`src/sv/gaussian_5x5_downsample_by4_core_defines.svh`:
```
// Assertion macros for the gaussian 5x5 downsample-by-4 core.
// Included by the top level; define NO_ASSERTIONS to compile them out.
`ifndef GAUSSIAN_5X5_DOWNSAMPLE_BY4_CORE_DEFINES_SVH
`define GAUSSIAN_5X5_DOWNSAMPLE_BY4_CORE_DEFINES_SVH

`ifndef NO_ASSERTIONS
// Same-cycle implication, disabled during reset.
`define G5D4_ASSERT_IMPL(label, clk, rst_n, pre, post) \
  label: assert property (@(posedge clk) disable iff (!rst_n) (pre) |-> (post)) \
    else $error("g5d4: same-cycle check failed");
// Next-cycle implication, disabled during reset.
`define G5D4_ASSERT_NEXT(label, clk, rst_n, pre, post) \
  label: assert property (@(posedge clk) disable iff (!rst_n) (pre) |=> (post)) \
    else $error("g5d4: next-cycle check failed");
`else
`define G5D4_ASSERT_IMPL(label, clk, rst_n, pre, post)
`define G5D4_ASSERT_NEXT(label, clk, rst_n, pre, post)
`endif

`endif

```
`src/sv/g5d4_queue.sv`:
```
// Short FIFO between front and back end, flip-flop storage.
// No dependencies.
`default_nettype none

module g5d4_queue #(
  parameter int unsigned WIDTH = 8,
  parameter int unsigned DEPTH = 4,
  localparam int unsigned PTR_W = $clog2(DEPTH),
  localparam int unsigned LVL_W = $clog2(DEPTH + 1)
) (
  input  wire logic             clk_i,
  input  wire logic             rst_ni,
  input  wire logic             push_i,
  input  wire logic [WIDTH-1:0] data_i,
  input  wire logic             pop_i,
  output logic                  valid_o,
  output logic      [WIDTH-1:0] data_o,
  output logic      [LVL_W-1:0] level_o
);

  logic [WIDTH-1:0] slots_q [DEPTH];
  logic [PTR_W-1:0] wr_q, rd_q;
  logic [LVL_W-1:0] level_q;

  always_ff @(posedge clk_i or negedge rst_ni) begin
    if (!rst_ni) begin
      wr_q    <= '0;
      rd_q    <= '0;
      level_q <= '0;
    end else begin
      if (push_i) begin
        wr_q <= (wr_q == PTR_W'(DEPTH - 1)) ? '0 : wr_q + 1'b1;
      end
      if (pop_i) begin
        rd_q <= (rd_q == PTR_W'(DEPTH - 1)) ? '0 : rd_q + 1'b1;
      end
      if (push_i && !pop_i) begin
        level_q <= level_q + 1'b1;
      end else if (pop_i && !push_i) begin
        level_q <= level_q - 1'b1;
      end
    end
  end

  always_ff @(posedge clk_i) begin
    if (push_i) begin
      slots_q[wr_q] <= data_i;
    end
  end

  assign valid_o = (level_q != '0);
  assign data_o  = slots_q[rd_q];
  assign level_o = level_q;

endmodule

`default_nettype wire

```
`config.mk`:
```
export PLATFORM = sky130hd
export DESIGN_NAME = g5d4_queue
export DESIGN_NICKNAME = d
export VERILOG_FILES = /design/src/sv/gaussian_5x5_downsample_by4_core_defines.svh /design/src/sv/g5d4_queue.sv
export SDC_FILE = /design/constraint.sdc
export NUM_CORES = 1
export LEC_CHECK = 0
export BUFFER_PORTS_ARGS = -buffer_cell sky130_fd_sc_hd__buf_2
export CAP_MARGIN = 20
export CORE_ASPECT_RATIO = 1.25
export CORE_MARGIN = 10
export CORE_UTILIZATION = 54
export CTS_CLUSTER_DIAMETER = 50
export DETAILED_ROUTE_END_ITERATION = 6
export PLACE_DENSITY_LB_ADDON = 0.1
export SETUP_SLACK_MARGIN = 0.02
export SYNTH_ARGS = -nofsm -noshare
export SYNTH_HDL_FRONTEND = slang
export SYNTH_SLANG_ARGS = --single-unit
```
`constraint.sdc`:
```
create_clock -name clk_i -period 1.9 [get_ports clk_i]
set_clock_uncertainty 0.05 [all_clocks]
set_input_delay 0.38 -clock clk_i [delete_from_list [all_inputs] [get_ports clk_i]]
set_output_delay 0.38 -clock clk_i [all_outputs]
set_load 0.005 [all_outputs]
```
# Word-level counts from Yosys, hierarchy flattened
# Memory sizes are Yosys's and may differ from the RTL's.
# Cells that the tools add are included.
word_totals:
  mem_bits_rw: 32
  inputBits: 12
  regBits: 7
  n_memories: 1
  out_inout_bits: 12
  wordCells: 22
classes:
  addsub: 4
  n_reduce_logical: 6
  n_eq_ne: 2
  n_mux: 6
memory_table:
  columns: ["name", "depth", "width", "read_ports", "rd_clocked_by_memory_dff", "wr", "line", "source"]
  rows:
  - ["slots_q", 4, 8, 1, 0, 1, "g5d4_queue.sv:21", "logic [WIDTH-1:0] slots_q [DEPTH];"]
op_table:
  columns: ["operator", "count"]
  rows:
  - ["3-bit two-way mux", 2]
  - ["2-bit by 1-bit adder with 2-bit output (second input constant)", 2]
  - ["2-bit equality test (second input constant)", 2]
  - ["2-bit two-way mux", 2]
  - ["3-bit by 1-bit adder with 3-bit output (second input constant)", 1]
  - ["3-bit nonzero test", 1]
  - ["3-bit by 1-bit subtractor with 3-bit output (second input constant)", 1]
  - ["1-bit logical AND", 2]
  - ["1-bit zero test", 2]
  - ["1-bit two-way mux", 2]
  - ["2-bit nonzero test", 1]

# Depth between registers and ports, before layout
logic_depth:
  ltp_word: 4
  mapped_depth: 7
  ltp_nobuf: 7

# Worst setup path after synthesis
# Ideal clock, no wire load.
synth_path:
  path_kind: "input to register"
  startpoint: "input pop_i"
  endpoint: "register level_q[2], in the netlist level_o[2]"
  setup_ns: 0.079
  path_stages: 7
  t_required_ns: 1.771
  arrival_time_ns: 1.366
  n_path_buf: 0
  slack_ns: 0.405
  path_cell_list: "inv_1 > ha_1 > inv_1 > fa_1 > xor2_1 > nor2_1 > xor2_1"
synth_via:
  elab_chain_cells: 3
  word_cells_on_any_way: 5
  classes_between: "mux: 1; reduce/logical: 4"
synth_rtl:
  columns: ["element", "line", "source"]
  rows:
  - ["from (decl)", "g5d4_queue.sv:15", "input wire logic pop_i,"]
  - ["1-bit zero test", "g5d4_queue.sv:37", "if (push_i && !pop_i) begin"]
  - ["1-bit logical AND", "g5d4_queue.sv:37", null]
  - ["3-bit two-way mux or 2-bit nonzero test (tied branches)", null, null]
  - ["to (signal assigned)", "g5d4_queue.sv:38", "level_q <= level_q + 1'b1;"]
  - ["to (signal assigned)", "g5d4_queue.sv:40", "level_q <= level_q - 1'b1;"]
  - ["to (decl)", "g5d4_queue.sv:23", "logic [LVL_W-1:0] level_q;"]
# Parallel ways exist; a longest one is shown, timed or not.
# A chain may end at the register's enable or synchronous reset.

# Final worst setup path
layout_path:
  startpoint: "register rd_q[0]"
  endpoint: "output data_o[3]"
layout_via:
  elab_chain_cells: 1
layout_rtl:
  columns: ["element", "line", "source"]
  rows:
  - ["from (decl)", "g5d4_queue.sv:22", "logic [PTR_W-1:0] wr_q, rd_q;"]
  - ["from (signal assigned)", "g5d4_queue.sv:35", "rd_q <= (rd_q == PTR_W'(DEPTH - 1)) ? '0 : rd_q + 1'b1;"]
  - ["memory read 4 x 8 bit", null, null]
  - ["to (decl)", "g5d4_queue.sv:17", "output logic [WIDTH-1:0] data_o,"]
# No other way between the ends.

==> flow_summary.yaml <==
power_and_ir_drop:
  peakVddDrop_mv: 0.977
  total_power_mw: 2.44
  p_per_area_nw_per_um2: 1360
  combPwrFrac_pct: 31.2
  swShare_pct: 28.9
  clkPwrFrac_pct: 17.5
  p_seq_share_pct: 51.3
  switchingPower_mw: 0.707
  power_leakage_nw: 0.685
  p_int_mw: 1.74
worst_setup_path:
  worstPathBufferInverterCount: 2
  crit_family: "multiplexers"
  crit_chain: "buf_6 > mux4_2 > buf_2"
  crit_fanout: 6
  crit_required_ns: 1.47
  r2r_end: "slots_q[0][0]"
  critPathMaxStageDelay_ns: 0.49
  startpoint_type: "flop"
  rr_worst_depth: 3
  critPathSlowestCell: "mux4_2"
  ff2ff_setup_slack_ns: 0.44
  cp-end-kind: "output pin"
  worstPathArrival_ns: 1.51
  reg2reg_from: "wr_q[0]"
  crit_type: "reg2out"
global_routing:
  grt_pass1_vias: 848
  grt_pass1_wl_mm: 3.97
  antenna_found_initial: 0
  groute.usage.overall_pct: 10.1
  grt_overflow_total: 0
  grt_max_degree: 13
floorplan:
  die_w_um: 68.1
  initial_utilization_pct: 57.2
  row_count: 21
  fp.dieH_um: 80.2
  core_area_um2: 2730
  die_area_um2: 5460
  io_pins: 24
sta:
  finalCriticalPeriod_ns: 1.94
  setup_viol: 8
  worstMarginPinSlew_ns: 0.412
  final.setup.worst_slack_ns: -0.0387
  fin_crit_sh_pct: 102
  hold_viol_final: 0
  final_max_slew_viol_count: 0
  grt_setup_unrepaired: "true"
  timing.fmax_mhz: 516
  slew_headroom_pct: 72.6
clock_network:
  clock_tree.htree_level_count: 2
  ctsLongestPathBuffers: 2
  clk_pin_slew_worst_paths_ns: 0.11
  cts_made_buffers: 5
  root_buffer: "clkbuf_4"
  post_cts_buffers: 0
  tritoncts: "built"
  insertion_delay_ns: 0.34
  numClockSinks: 39
min_path:
  min_to: "slots_q[3][7]"
  min_path_type: "in2reg"
  min_path_cells: 1
  hp-start: "data_i[7]"
place:
  port_buffers: 23
  hpwl_mm: 1.78
  placed_cell_area_um2: 1720
  place.gp.congestion: 0.662
cells_and_area:
  final_cell_mix: "edfxtp_1 (32), buf_2 (23), mux4_2 (8)"
  final_cell_area_um2: 1800
  nFillCells: 223
  drive_gt1_share_pct: 40.0
  diodes: 0
  area_growth_pct: 14.8
  post-route-util_pct: 65.7
  final_common_cell: "edfxtp_1"
  finalNetCount: 128
synthesis:
  synth_nets: 97
  synth_seq_cells: 39
  syn_inst: 78
  ys_warn_count: 0
  ys_types: 17
  synthesis.area_um2: 1560
  syn_avg_cell_area_um2: 20.1
  ys_seq_area_share_pct: 72.6
route:
  drc: 0
  detail_route.wl_per_cell_um: 16.8
  postRouteAntennaNets: 0
  via_per_inst: 5.24
  drt-total-wl_mm: 2.42
  vias: 755
  dr.first_iter.drc_count: 28
  drtPass1Iterations: 2
outcome:
  violations: "setup timing"
  outcome: "finished with violations"
run:
  max_cap_violations: 0
==> through the flow <==
| stage | instances | worst slack [ns] | TNS (ns) | hold WS, ns |
|---|---|---|---|---|
| 4_1_cts | 144 | -0.0766 | -0.520 | 0.182 |
| 2_1_floorplan | 78 | 0.405 | 0 | 0.0344 |
| 5_1_grt | 144 | -0.128 | -0.947 | 0.169 |
| 3_3_place_gp | 135 | 0.240 | 0 | 0.168 |
| 6_report | 144 | -0.0387 | -0.239 | 0.193 |
| 3_5_place_dp | 135 | 0.197 | 0 | 0.173 |
==> cell type report <==
cell class	instances	area [um2]	area share [%]
clock buffers	7	55.1	3.07
clock inverters	1	5.00	0.279
inverters	5	18.8	1.05
multi-input cells	32	393	21.9
flip-flops and latches	39	1140	63.3
well taps	34	42.5	2.37
repair buffers	26	144	8.01
==> sequential cells by signal (all words and copies together) (netlist names) <==
signal,flops
level_o,3
wr_q,2
rd_q,2
slots_q,32
==> per-layer routing <==
metal	routed length [um]	global-route usage, %
met5	0	0
met4	53	5.44
met3	201	4.31
met2	1240	16.8
met1	917	10.4
==> cells by family (layout without fill, tap and decap cells) <==
group	after synthesis	in the layout	synth area share [%]
buf+inv	7	39	2.24
xor+xnor	3	3	1.68
fa+ha+maj	7	7	6.08
mux	11	11	13.7
flops	39	39	72.6
simple gates	9	9	3.04
compound gates	2	2	0.640
==> power by group through the flow <==
| stage | Combinational (mW) | Clock (mW) | Sequential [mW] |
|---|---|---|---|
| CTS | 0.796 | 0.440 | 1.25 |
| floorplan | 0.526 | 0 | 1.22 |
| detailed placement | 0.782 | 0 | 1.27 |
| global placement | 0.754 | 0 | 1.26 |
| global route | 0.874 | 0.477 | 1.28 |
| finish | 0.762 | 0.428 | 1.25 |
==> worst register-to-register path: stages (launching register included) <==
cell     delay, ns
dfrtp_1       0.42
inv_1         0.13
ha_1          0.16
and2_1        0.37
==> synthesized netlist by cell type, drive strengths merged <==
| master | count | share of area [%] |
|---|---|---|
| edfxtp | 32 | 61 |
| mux4 | 8 | 12 |
| buf | 2 | 1.0 |
| mux2 | 3 | 2.2 |
| ha | 6 | 4.8 |
| inv | 5 | 1.2 |
| nand2 | 1 | 0.24 |
| xor2 | 2 | 1.1 |
| fa | 1 | 1.3 |
| and2 | 4 | 1.6 |
| nand3 | 1 | 0.32 |
| nor2 | 2 | 0.48 |
| or3 | 1 | 0.40 |
| dfrtp | 7 | 11 |
| o21ai | 2 | 0.64 |
| xnor2 | 1 | 0.56 |
==> worst max-delay path by stage <==
stage	depth (start not counted)	startpoint	to	slack, ns
6_report	3	rd_q[0]	data_o[3]	-0.04
5_1_grt	3	rd_q[0]	data_o[7]	-0.13
4_1_cts	3	rd_q[0]	data_o[3]	-0.08
3_5_place_dp	7	push_i	level_o[2]	0.20
3_3_place_gp	5	push_i	level_o[1]	0.24
2_1_floorplan	7	pop_i	level_o[2]	0.40
==> timing repair <==
action	in CTS	in global routing
endpoints found under the hold margin	7	0
setup endpoints to repair	8	8
resized for setup	1	1
hold buffers	1	0
Note: power is estimated with default switching activity, not from simulation.
