--- config.mk ---
export PLATFORM = sky130hd
export DESIGN_NAME = g5d4_back
export DESIGN_NICKNAME = d
export VERILOG_FILES = /design/src/sv/gaussian_5x5_downsample_by4_core_defines.svh /design/src/sv/g5d4_pkg.sv /design/src/sv/g5d4_back.sv
export SDC_FILE = /design/constraint.sdc
export NUM_CORES = 1
export LEC_CHECK = 0
export ABC_AREA = 0
export BUFFER_PORTS_ARGS = -buffer_cell sky130_fd_sc_hd__buf_2
export CORE_AREA = 2 2 222 224
export DETAILED_ROUTE_END_ITERATION = 6
export DIE_AREA = 0 0 224 226
export PLACE_DENSITY = 0.76
export RECOVER_POWER = 100
export SKIP_LAST_GASP = 1
export SYNTH_ARGS = -nofsm -noshare
export SYNTH_HDL_FRONTEND = slang
export SYNTH_SLANG_ARGS = --single-unit
--- constraint.sdc ---
create_clock -name clk_i -period 3.55 [get_ports clk_i]
set_input_delay 0.1775 -clock clk_i [delete_from_list [all_inputs] [get_ports clk_i]]
set_output_delay 0.1775 -clock clk_i [all_outputs]
set_load 0.1 [all_outputs]
--- src/sv/gaussian_5x5_downsample_by4_core_defines.svh ---
// Assertion macros for the gaussian 5x5 downsample-by-4 core.
// Included by the top level; define NO_ASSERTIONS to compile them out.
`ifndef GAUSSIAN_5X5_DOWNSAMPLE_BY4_CORE_DEFINES_SVH
`define GAUSSIAN_5X5_DOWNSAMPLE_BY4_CORE_DEFINES_SVH

`ifndef NO_ASSERTIONS
// Same-cycle implication, disabled during reset.
`define G5D4_ASSERT_IMPL(label, clk, rst_n, pre, post) \
  label: assert property (@(posedge clk) disable iff (!rst_n) (pre) |-> (post)) \
    else $error("g5d4: same-cycle check failed");
// Next-cycle implication, disabled during reset.
`define G5D4_ASSERT_NEXT(label, clk, rst_n, pre, post) \
  label: assert property (@(posedge clk) disable iff (!rst_n) (pre) |=> (post)) \
    else $error("g5d4: next-cycle check failed");
`else
`define G5D4_ASSERT_IMPL(label, clk, rst_n, pre, post)
`define G5D4_ASSERT_NEXT(label, clk, rst_n, pre, post)
`endif

`endif

--- src/sv/g5d4_pkg.sv ---
// Shared types, constants and kernel table of the gaussian 5x5 downsample core.
// No dependencies.
`default_nettype none

package g5d4_pkg;

  localparam int unsigned PIX_IN_W      = 16;
  localparam int unsigned PIX_OUT_W     = 16;
  localparam int unsigned CFG_IDX_W     = 2;
  localparam int unsigned CFG_DATA_W    = 16;
  localparam int unsigned WIDTH_REG_W   = 13;
  localparam int unsigned HEIGHT_REG_W  = 16;
  localparam int unsigned WIN           = 5;
  localparam int unsigned LINES         = 4;

  localparam int unsigned DEF_MAX_WIDTH  = 4096;
  localparam int unsigned DEF_PIXEL_BITS = 16;
  localparam int unsigned DEF_Q_DEPTH    = 4;

  localparam logic [WIDTH_REG_W-1:0]  RESET_WIDTH  = 13'd4096;
  localparam logic [HEIGHT_REG_W-1:0] RESET_HEIGHT = 16'd4096;

  typedef enum logic [CFG_IDX_W-1:0] {
    CFG_IMAGE_WIDTH  = 2'd0,
    CFG_IMAGE_HEIGHT = 2'd1
  } cfg_reg_e;

  typedef struct packed {
    logic [WIDTH_REG_W-1:0]  width;
    logic [HEIGHT_REG_W-1:0] height;
  } cfg_t;

  typedef struct packed {
    logic line_end;
    logic frame_end;
  } marks_t;

  // 5x5 kernel, weights sum to 159
  localparam logic [3:0] KERN [WIN][WIN] = '{
    '{4'd2, 4'd4,  4'd5,  4'd4,  4'd2},
    '{4'd4, 4'd9,  4'd12, 4'd9,  4'd4},
    '{4'd5, 4'd12, 4'd15, 4'd12, 4'd5},
    '{4'd4, 4'd9,  4'd12, 4'd9,  4'd4},
    '{4'd2, 4'd4,  4'd5,  4'd4,  4'd2}
  };

endpackage

`default_nettype wire

--- src/sv/g5d4_back.sv ---
// Back end: two-stage weighted sum of the 5x5 window, ending in the output register.
// Depends on g5d4_pkg.
`default_nettype none

module g5d4_back #(
  parameter int unsigned PIXEL_BITS = g5d4_pkg::DEF_PIXEL_BITS
) (
  input  wire logic                                clk_i,
  input  wire logic                                rst_ni,
  input  wire logic                                head_valid_i,
  input  wire logic [g5d4_pkg::WIN-1:0][g5d4_pkg::WIN-1:0][PIXEL_BITS-1:0] window_i,
  input  wire g5d4_pkg::marks_t                    marks_i,
  output logic                                     pop_o,
  output logic                                     out_valid_o,
  input  wire logic                                out_stall_i,
  output logic [g5d4_pkg::PIX_OUT_W-1:0]           pixel_o,
  output g5d4_pkg::marks_t                         marks_o
);

  localparam int unsigned NW    = g5d4_pkg::WIN;
  localparam int unsigned SUM_W = PIXEL_BITS + 8;

  logic             en1, en2;
  logic [SUM_W-1:0] row_sum [NW];
  logic [SUM_W-1:0] total;

  logic                  v1_q, v2_q;
  logic [SUM_W-1:0]      row_sum_q [NW];
  g5d4_pkg::marks_t      marks1_q, marks2_q;
  logic [PIXEL_BITS-1:0] pixel_q;

  // Advance a stage when the one after it is empty or draining.
  assign en2   = !v2_q || !out_stall_i;
  assign en1   = !v1_q || en2;
  assign pop_o = head_valid_i && en1;

  always_comb begin
    for (int k = 0; k < NW; k++) begin
      row_sum[k] = '0;
      for (int j = 0; j < NW; j++) begin
        row_sum[k] = row_sum[k] +
                     SUM_W'(window_i[k][j]) * SUM_W'(g5d4_pkg::KERN[k][j]);
      end
    end
  end

  always_comb begin
    total = '0;
    for (int k = 0; k < NW; k++) begin
      total = total + row_sum_q[k];
    end
  end

  always_ff @(posedge clk_i or negedge rst_ni) begin
    if (!rst_ni) begin
      v1_q <= 1'b0;
      v2_q <= 1'b0;
    end else begin
      if (en1) begin
        v1_q <= head_valid_i;
      end
      if (en2) begin
        v2_q <= v1_q;
      end
    end
  end

  always_ff @(posedge clk_i) begin
    if (pop_o) begin
      row_sum_q <= row_sum;
      marks1_q  <= marks_i;
    end
    if (en2 && v1_q) begin
      pixel_q  <= total[SUM_W-1:8];
      marks2_q <= marks1_q;
    end
  end

  assign out_valid_o = v2_q;
  assign pixel_o     = g5d4_pkg::PIX_OUT_W'(pixel_q);
  assign marks_o     = marks2_q;

endmodule

`default_nettype wire
Yosys cells after proc, flatten, opt, wreduce, memory -nomap -nowiden
Cells that the tools add are included.

Add/sub/neg operators: 24. Reductions and logical operators: 7. Multipliers: 13.

Operators by type and width (count): $mul A16 B4 Y20 const B (5); $add A24 B24 Y24 (4); $mul A16 B3 Y19 const B (4); $mul A16 B2 Y18 const B (4); $add A22 B20 Y23 (3); $add A21 B20 Y22 (3); $add A23 B18 Y24 (2); $add A21 B17 Y22 (2); $add A18 B20 Y21 (2); $add A20 B18 Y21 (2); $add A19 B19 Y20 (2); $add A17 B18 Y19 (2); $add A23 B19 Y24 (1); $add A19 B20 Y21 (1); $logic_not A1 Y1 (3); $logic_and A1 B1 Y1 (2); $logic_or A1 B1 Y1 (2).

Output and inout bits: 20. Register bits: 142. Word-level logic and storage cells: 56.

Depth between registers and ports, before layout
Gate-level depths: netlist of run 1.

Depth in word-level cells: 5. Gate-level depth with buffers: 24. Depth with buffers taken out: 24.

Worst setup path after synthesis of run 1
Ideal clock, no wire load.

Path type: input -> register. Start: input window_i[208] (netlist bit). End: register row_sum_q[70] (netlist bit), data pin. Slack: -1.997 ns. Setup time: 0.263 ns. Buffers on the path: 0. Stages on the path: 23. Required time: 3.287 ns. Arrival time: 5.283 ns. Cell sequence: ha_1 > fa_1 > a21o_1 > a21oi_1 > o21bai_1 > a21oi_1 > o21ai_0 > xnor2_1 > fa_1 > fa_1 > inv_1 > fa_1 > inv_1 > fa_1 > inv_1 > ha_1 > a21o_1 > a21o_1 > a21o_1 > a211oi_1 > o31ai_1 > a21oi_1 > o32ai_1.

RTL lines: start: declaration (RTL line g5d4_back.sv:11) `input wire logic [g5d4_pkg::WIN-1:0][g5d4_pkg::WIN-1:0][PIXEL_BITS-1:0] window_i,`; end signal: assignment (RTL line g5d4_back.sv:70) `row_sum_q <= row_sum;`; end: declaration (RTL line g5d4_back.sv:28) `logic [SUM_W-1:0] row_sum_q [NW];`.

==> results.ini, run 1 <==
[outcome]
status = complete, but fails checks
violations = capacitance limit, slew limit, setup timing

[die]
core_um2 = 48340
start_util_pct = 53.18
ios = 426
num_rows = 81
die_h_um = 226
dieArea_um2 = 50620
die_w_um = 224

[final_layout]
finalNonFillerCells = 4070
drive_above_1_share_pct = 38.62
layout.nets = 4688
fin_util_pct = 74.34
areaGrowthSynthToFinish_pct = 39.79
n_fill_cell = 3285

[route]
vias = 21080
vias_per_cell = 5.180
wirelength_um = 73380
drt_first_pass_iters = 5
antenna_left = 0
wl_per_cell_um = 18.03
drc_errors = 0
drt_iter0_drc = 825

[logic_synthesis]
synth_compound_area_share_pct = 9.938
synth_edf_count = 131
synth_cell_types = 74
synthTopCellsByArea = fa_1 36%, ha_1 19%, edfxtp_1 15%, inv_1 9.5%, xnor2_1 3.0%
synth_top_family_by_area = adder cells
synth_fp_nets = 3684
syn-mean-instance-area_um2 = 10.61
synth.ff_latch_count = 133
synth_adder_area_share_pct = 55.20
ys.flop_type = edfxtp_1
synth_top_area_cell = fa_1
yosysTopAreaCellShare_pct = 36.37
synth_xor_area_share_pct = 4.599
synth.area.mux_share_pct = 0.03894
postSynthCellCount = 2424
synthSimpleGateAreaFrac_pct = 5.208
yosysWarnings = 0
ys_seq_area_share_pct = 15.50
synthesis.area_um2 = 25710
async_flop_share_pct = 1.504

[cts]
cts_sinks = 133
clockBufferDepth = 2
cts_made_buffers = 17
clk_pin_slew_ps = 60
cts-root-buf = clkbuf_16
clk_latency_ps = 430
cts_max_level = 4
cts_tree = built

[sta]
setup_viol = 83
max_slew_margin_pct = -35.40
skew_ps = 11.87
fin_ws_ps = -1537
drv_slew = 19
period_share_pct = 143.3
fin_crit_ps = 5087
rsz0062_at_grt = yes
fmax_mhz = 196.6
hold_violations = 0
tightest_slew_ps = 2027

[critical_path]
critical_path_class = input pin to flip-flop
end_kind = flip-flop
start_kind = input pin
crit_fanout = 3
crit_required_ps = 3720
critPathArrivalTime_ps = 5260

[grt]
grt_pass1_wl_um = 115300
track_usage_pct = 29.28
grt_max_degree = 61
antenna_found_initial = 7
grt_pass1_vias = 23780
gr-total-overflow = 0

[min_path]
hold_class = input pin to flip-flop

[run]
cap_violations = 1

[placement]
place.gp.congestion = 0.9046
post-place-ws_ps = -2094
io_buffers = 425
placed_cells = 3948
hpwl_um = 61800

[cells by family after synthesis]
| group | after synthesis |
|---|---|
| adder cells (fa/ha/maj) | 854 |
| XOR/XNOR | 135 |
| buffers and inverters | 652 |
| AO/OA/AOI/OAI | 382 |
| multiplexers | 1 |
| flip-flops | 133 |
| AND/OR/NAND/NOR | 267 |
[synth_stat cells (all sizes together), types with 19 or more instances]
master and instances:
a21o 53, fa 467, nor2 83, inv 649, nand3 22, ha 387
xor2 48, xnor2 87, nand2 43, o21ai 58, edfxtp 131, nor2b 23
a21oi 114, nor3 24, nand2b 19, o21a 31
[worst max-delay path, cell delays in order]
cell      delay (ps)
buf_8            110
ha_4             150
fa_2             340
a21o_1           190
a21oi_2          200
o21bai_2          90
a21oi_2          160
o21ai_2          100
xnor2_2          150
fa_1             510
fa_1             490
inv_1             50
fa_1             480
inv_1             50
fa_1             490
inv_2             50
ha_4             230
a21o_1           170
a21o_1           160
a21o_1           210
a211oi_4         320
o31ai_4          110
a21oi_2          170
o32ai_1          110
[metrics by stage]
step                hold WS (ps)  TNS [ps]  cell area, um^2
global placement          -38.32    -82510            33080
global route               48.69    -62990            35930
CTS                        30.55    -46690            35110
detailed placement        -34.60    -90670            33080
floorplan                 -118.1    -44810            26570
finish                     55.84    -51330            35940
[per-layer routing]
layer	vias to the layer above	global-route usage [%]	routed length, um
li1	9837	-	-
met1	10530	33.23	27830
met5	-	0	7
met4	2	11.55	3184
met2	521	56.27	39850
met3	187	2.901	2510
[worst paths after layout]
path / startpoint / to / slack [ps] / depth (start not counted)
min reg2reg: marks1_q[0] / marks_o[0] / 430 / 0
max in group asynchronous: rst_ni / out_valid_o / 3350 / 2
max reg2reg: row_sum_q[54] / pixel_o[12] / -390 / 12
min: window_i[65] / row_sum_q[98] / 60 / 2
max: window_i[209] / row_sum_q[70] / -1540 / 24
min in group asynchronous: rst_ni / v1_q / 70 / 2
[layout by cell type (no fill, tap or decap), types with 9 or more instances in the layout]
master and instances:
xor2_2 9, buf_4 505, and3_1 9, ha_4 59
fa_2 12, a21oi_4 15, xor2_1 38, clkbuf_1 33
inv_1 615, nor3_1 18, nand2b_1 17, buf_6 59
xnor2_2 11, inv_2 29, nand2_1 35, nor2_1 70
ha_1 321, nand3_1 18, a21o_1 52, a21oi_2 49
o21ai_2 21, a21oi_1 50, nor2_2 10, buf_2 370
edfxtp_1 131, o21a_1 28, o211ai_1 11, xnor2_1 74
fa_1 455, o21bai_1 12, clkbuf_16 17, o21ai_0 23
nor2b_1 10
[timing repair]
action	CTS	global route
gates resized for setup	219	154
pin swaps	270	197
hold buffers	5	0
endpoints found under the hold margin	6	0
endpoints found under the setup margin	83	91
buffers inserted	66	41
[registers in the layout (all words and copies together) (netlist names)]
register / cells
out_valid_o: 1
marks1_q: 2
marks_o: 2
pixel_o: 16
v1_q: 1
row_sum_q: 111
[final cells by class]
cell class	count	area (um^2)	share of cell area (%)
Timing Repair Buffer	988	6653	18.51
Antenna cell	7	17.52	0.04874
Tap cell	622	778.2	2.166
Inverter	649	2456	6.834
Clock buffer	18	429.2	1.194
Sequential cell	133	3984	11.09
Clock inverter	14	102.6	0.2855
Multi-Input combinational cell	1639	21520	59.88
Power of run 1 is not shown: default switching activity piles up to over one toggle a cycle in this logic, so the estimate is an artifact.
==> run 2: changes to the inputs <==
--- a/config.mk
+++ b/config.mk
@@ -7,10 +7,10 @@
 export LEC_CHECK = 0
 export ABC_AREA = 0
 export BUFFER_PORTS_ARGS = -buffer_cell sky130_fd_sc_hd__buf_2
-export CORE_AREA = 2 2 222 224
+export CORE_AREA = 2 2 210 212
 export DETAILED_ROUTE_END_ITERATION = 6
-export DIE_AREA = 0 0 224 226
-export PLACE_DENSITY = 0.76
+export DIE_AREA = 0 0 212 214
+export PLACE_DENSITY = 0.81
 export RECOVER_POWER = 100
 export SKIP_LAST_GASP = 1
 export SYNTH_ARGS = -nofsm -noshare
==> constraint.sdc (replaced) <==
create_clock -name clk_i -period 6.1 [get_ports clk_i]
set_input_delay 0.305 -clock clk_i [delete_from_list [all_inputs] [get_ports clk_i]]
set_output_delay 0.305 -clock clk_i [all_outputs]
set_load 0.1 [all_outputs]
==> run 2 against run 1 <==
  * The run ends with capacitance limit, slew limit left
  * Core utilization is 6.3 points lower
  * Count of clock-buffer cells in the layout shrank 1
  * First-iteration DRC count is 7.6% higher
  * Flip-flop and latch count unchanged
  * Register-to-register slack improved by 1600 ps
  * Cell area fell by 19%
  * Critical path type unchanged
  * Final cell count down 15%
==> results.ini, run 2 (synthesis gave the netlist of run 1 again) <==
[grt]
grt_pass1_wl_um = 99860  ; -13%
track_usage_pct = 28.51  ; -0.78 points
antenna_found_initial = 5  ; -2
gr-total-overflow = 0  ; unchanged
grt_pass1_vias = 19860  ; -16%
grt_max_degree = 68  ; +11%

[route]
drt_first_pass_iters = 5  ; unchanged
drt_iter0_drc = 888  ; +7.6%
vias_per_cell = 5.327  ; +2.8%
vias = 18520  ; -12%
wl_per_cell_um = 18.16  ; +0.71%
antenna_left = 0  ; unchanged
wirelength_um = 63140  ; -14%
drc_errors = 0  ; unchanged

[sta]
tightest_slew_ps = 3304  ; +1277 ps
setup_viol = 0  ; -100%
hold_violations = 0  ; unchanged
rsz0062_at_grt = no
drv_slew = 136  ; +117
skew_ps = 10.97  ; -0.8959 ps
period_share_pct = 93.49
fin_ws_ps = 396.9  ; +1933 ps
setup-tns-final_ps = 0  ; +51330 ps
fmax_mhz = 175.3
fin_crit_ps = 5703
max_slew_margin_pct = -120.3  ; -85 points

[die]
dieArea_um2 = 45370  ; -10%
start_util_pct = 59.95  ; +6.8 points
core_um2 = 42890  ; -11%
die_h_um = 214  ; -5.3%
ios = 426  ; unchanged
num_rows = 76  ; -6.2%
die_w_um = 212  ; -5.4%

[cts]
cts_tree = built
cts_max_level = 4  ; unchanged
cts-root-buf = clkbuf_16
cts_made_buffers = 17  ; unchanged
clk_latency_ps = 430  ; about the same
clk_pin_slew_ps = 70  ; about the same
cts_sinks = 133  ; unchanged
post_cts_buffers = 0  ; -100%
clockBufferDepth = 2  ; unchanged

[min_path]
hold_class = input pin to flip-flop
whs_endpoint = marks1_q[1]
hold_start = marks_i[1]
hold_depth = 1  ; -1

[critical_path]
crit_required_ps = 6270  ; +2550 ps
r2r-start = out_valid_o
critPathArrivalTime_ps = 5880  ; +620 ps
crit_path_start = window_i[209]
start_kind = input pin
rr_worst_depth = 3  ; -9
crit_fanout = 3  ; unchanged
end_kind = flip-flop
critical_path_class = input pin to flip-flop
r2r_end = row_sum_q[7]
ff2ff_setup_slack_ps = 1200  ; +1590 ps

[placement]
place.gp.congestion = 0.9827  ; +8.6%
post-place-ws_ps = -39.28  ; +2055 ps
io_buffers = 425  ; unchanged
hpwl_um = 57440  ; -7.0%

[final_layout]
final_cell_mix = 649 x inv_1, 467 x fa_1, 387 x ha_1
drive_above_1_share_pct = 15.19  ; -23 points
layout.nets = 4137  ; -12%
final_common_cell = inv_1
largest_register = row_sum_q
largest_register_ff_count = 111  ; unchanged
areaGrowthSynthToFinish_pct = 13.47

[outcome]
status = complete, but fails checks
violations = capacitance limit, slew limit

[run]
cap_violations = 3  ; +2

run 2: changes by cell type in the layout (fill, tap and decap cells not counted), moves of 49 or more:
| cell | delta |
|---|---|
| a21oi_1 | +64 |
| ha_1 | +66 |
| buf_4 | -498 |
| buf_6 | -59 |
| ha_4 | -59 |
| a21oi_2 | -49 |
run 2: cell type report:
cell class | count | area (um^2)
clock buffer | 17 | 425.4
fill | 3344 | 13720
inverter | 649 | 2436
timing repair buffer | 437 | 2163
multi-input combinational | 1639 | 19260
sequential | 133 | 3984
antenna | 2 | 5.005
clock inverter | 15 | 165.2
tap | 585 | 732.0
run 2: how the worst max path moves through the flow:
| stage | end | slack (ps) | cells past startpoint |
|---|---|---|---|
| after detailed placement | row_sum_q[70] | -40 | 24 |
| after global routing | row_sum_q[63] | 5 | 26 |
| after global placement | row_sum_q[70] | 70 | 24 |
| after CTS | row_sum_q[69] | 420 | 25 |
| after floorplan | row_sum_q[70] | 430 | 23 |
| final | row_sum_q[70] | 400 | 24 |
run 2: timing repair:
item / in CTS / in global routing
resized for setup: 0 / 1
hold endpoints to repair: 2 / 0
hold buffers: 1 / 0
setup endpoints to repair: 0 / 1
run 2: stage by stage:
| step | cell area, um^2 | util (%) | instances | hold slack (ps) |
|---|---|---|---|---|
| global route | 29170 | 68.02 | 3477 | 38.17 |
| detailed placement | 28650 | 66.79 | 3442 | 90.73 |
| CTS | 29250 | 68.19 | 3475 | 40.78 |
| floorplan | 25710 | - | 2424 | 9.409 |
| global placement | 28650 | 66.79 | 3442 | 89.41 |
| finish | 29170 | 68.02 | 3477 | 55.80 |
run 2: critical path: stages:
cell      delay, ps
buf_2           130
ha_1            210
fa_1            400
a21o_1          180
a21oi_1         190
o21bai_1        110
a21oi_1         200
o21ai_0         140
xnor2_1         250
fa_1            480
fa_1            510
inv_1            50
fa_1            530
inv_1            50
fa_1            470
inv_1            50
ha_1            290
a21o_1          200
a21o_1          170
a21o_1          200
a211oi_1        280
o31ai_1         140
a21oi_1         240
o32ai_1         110
run 2: metal layers:
metal	wire (um)	share of wire [%]	track usage, %	up-vias
met4	1693	2.7	8.028	6
met2	31610	50	49.54	525
met3	3006	4.8	3.460	95
met5	45	0.071	0	-
met1	26780	42	37.62	9154
li1	-	-	-	8742
Power of run 2 is left out for the same reason.
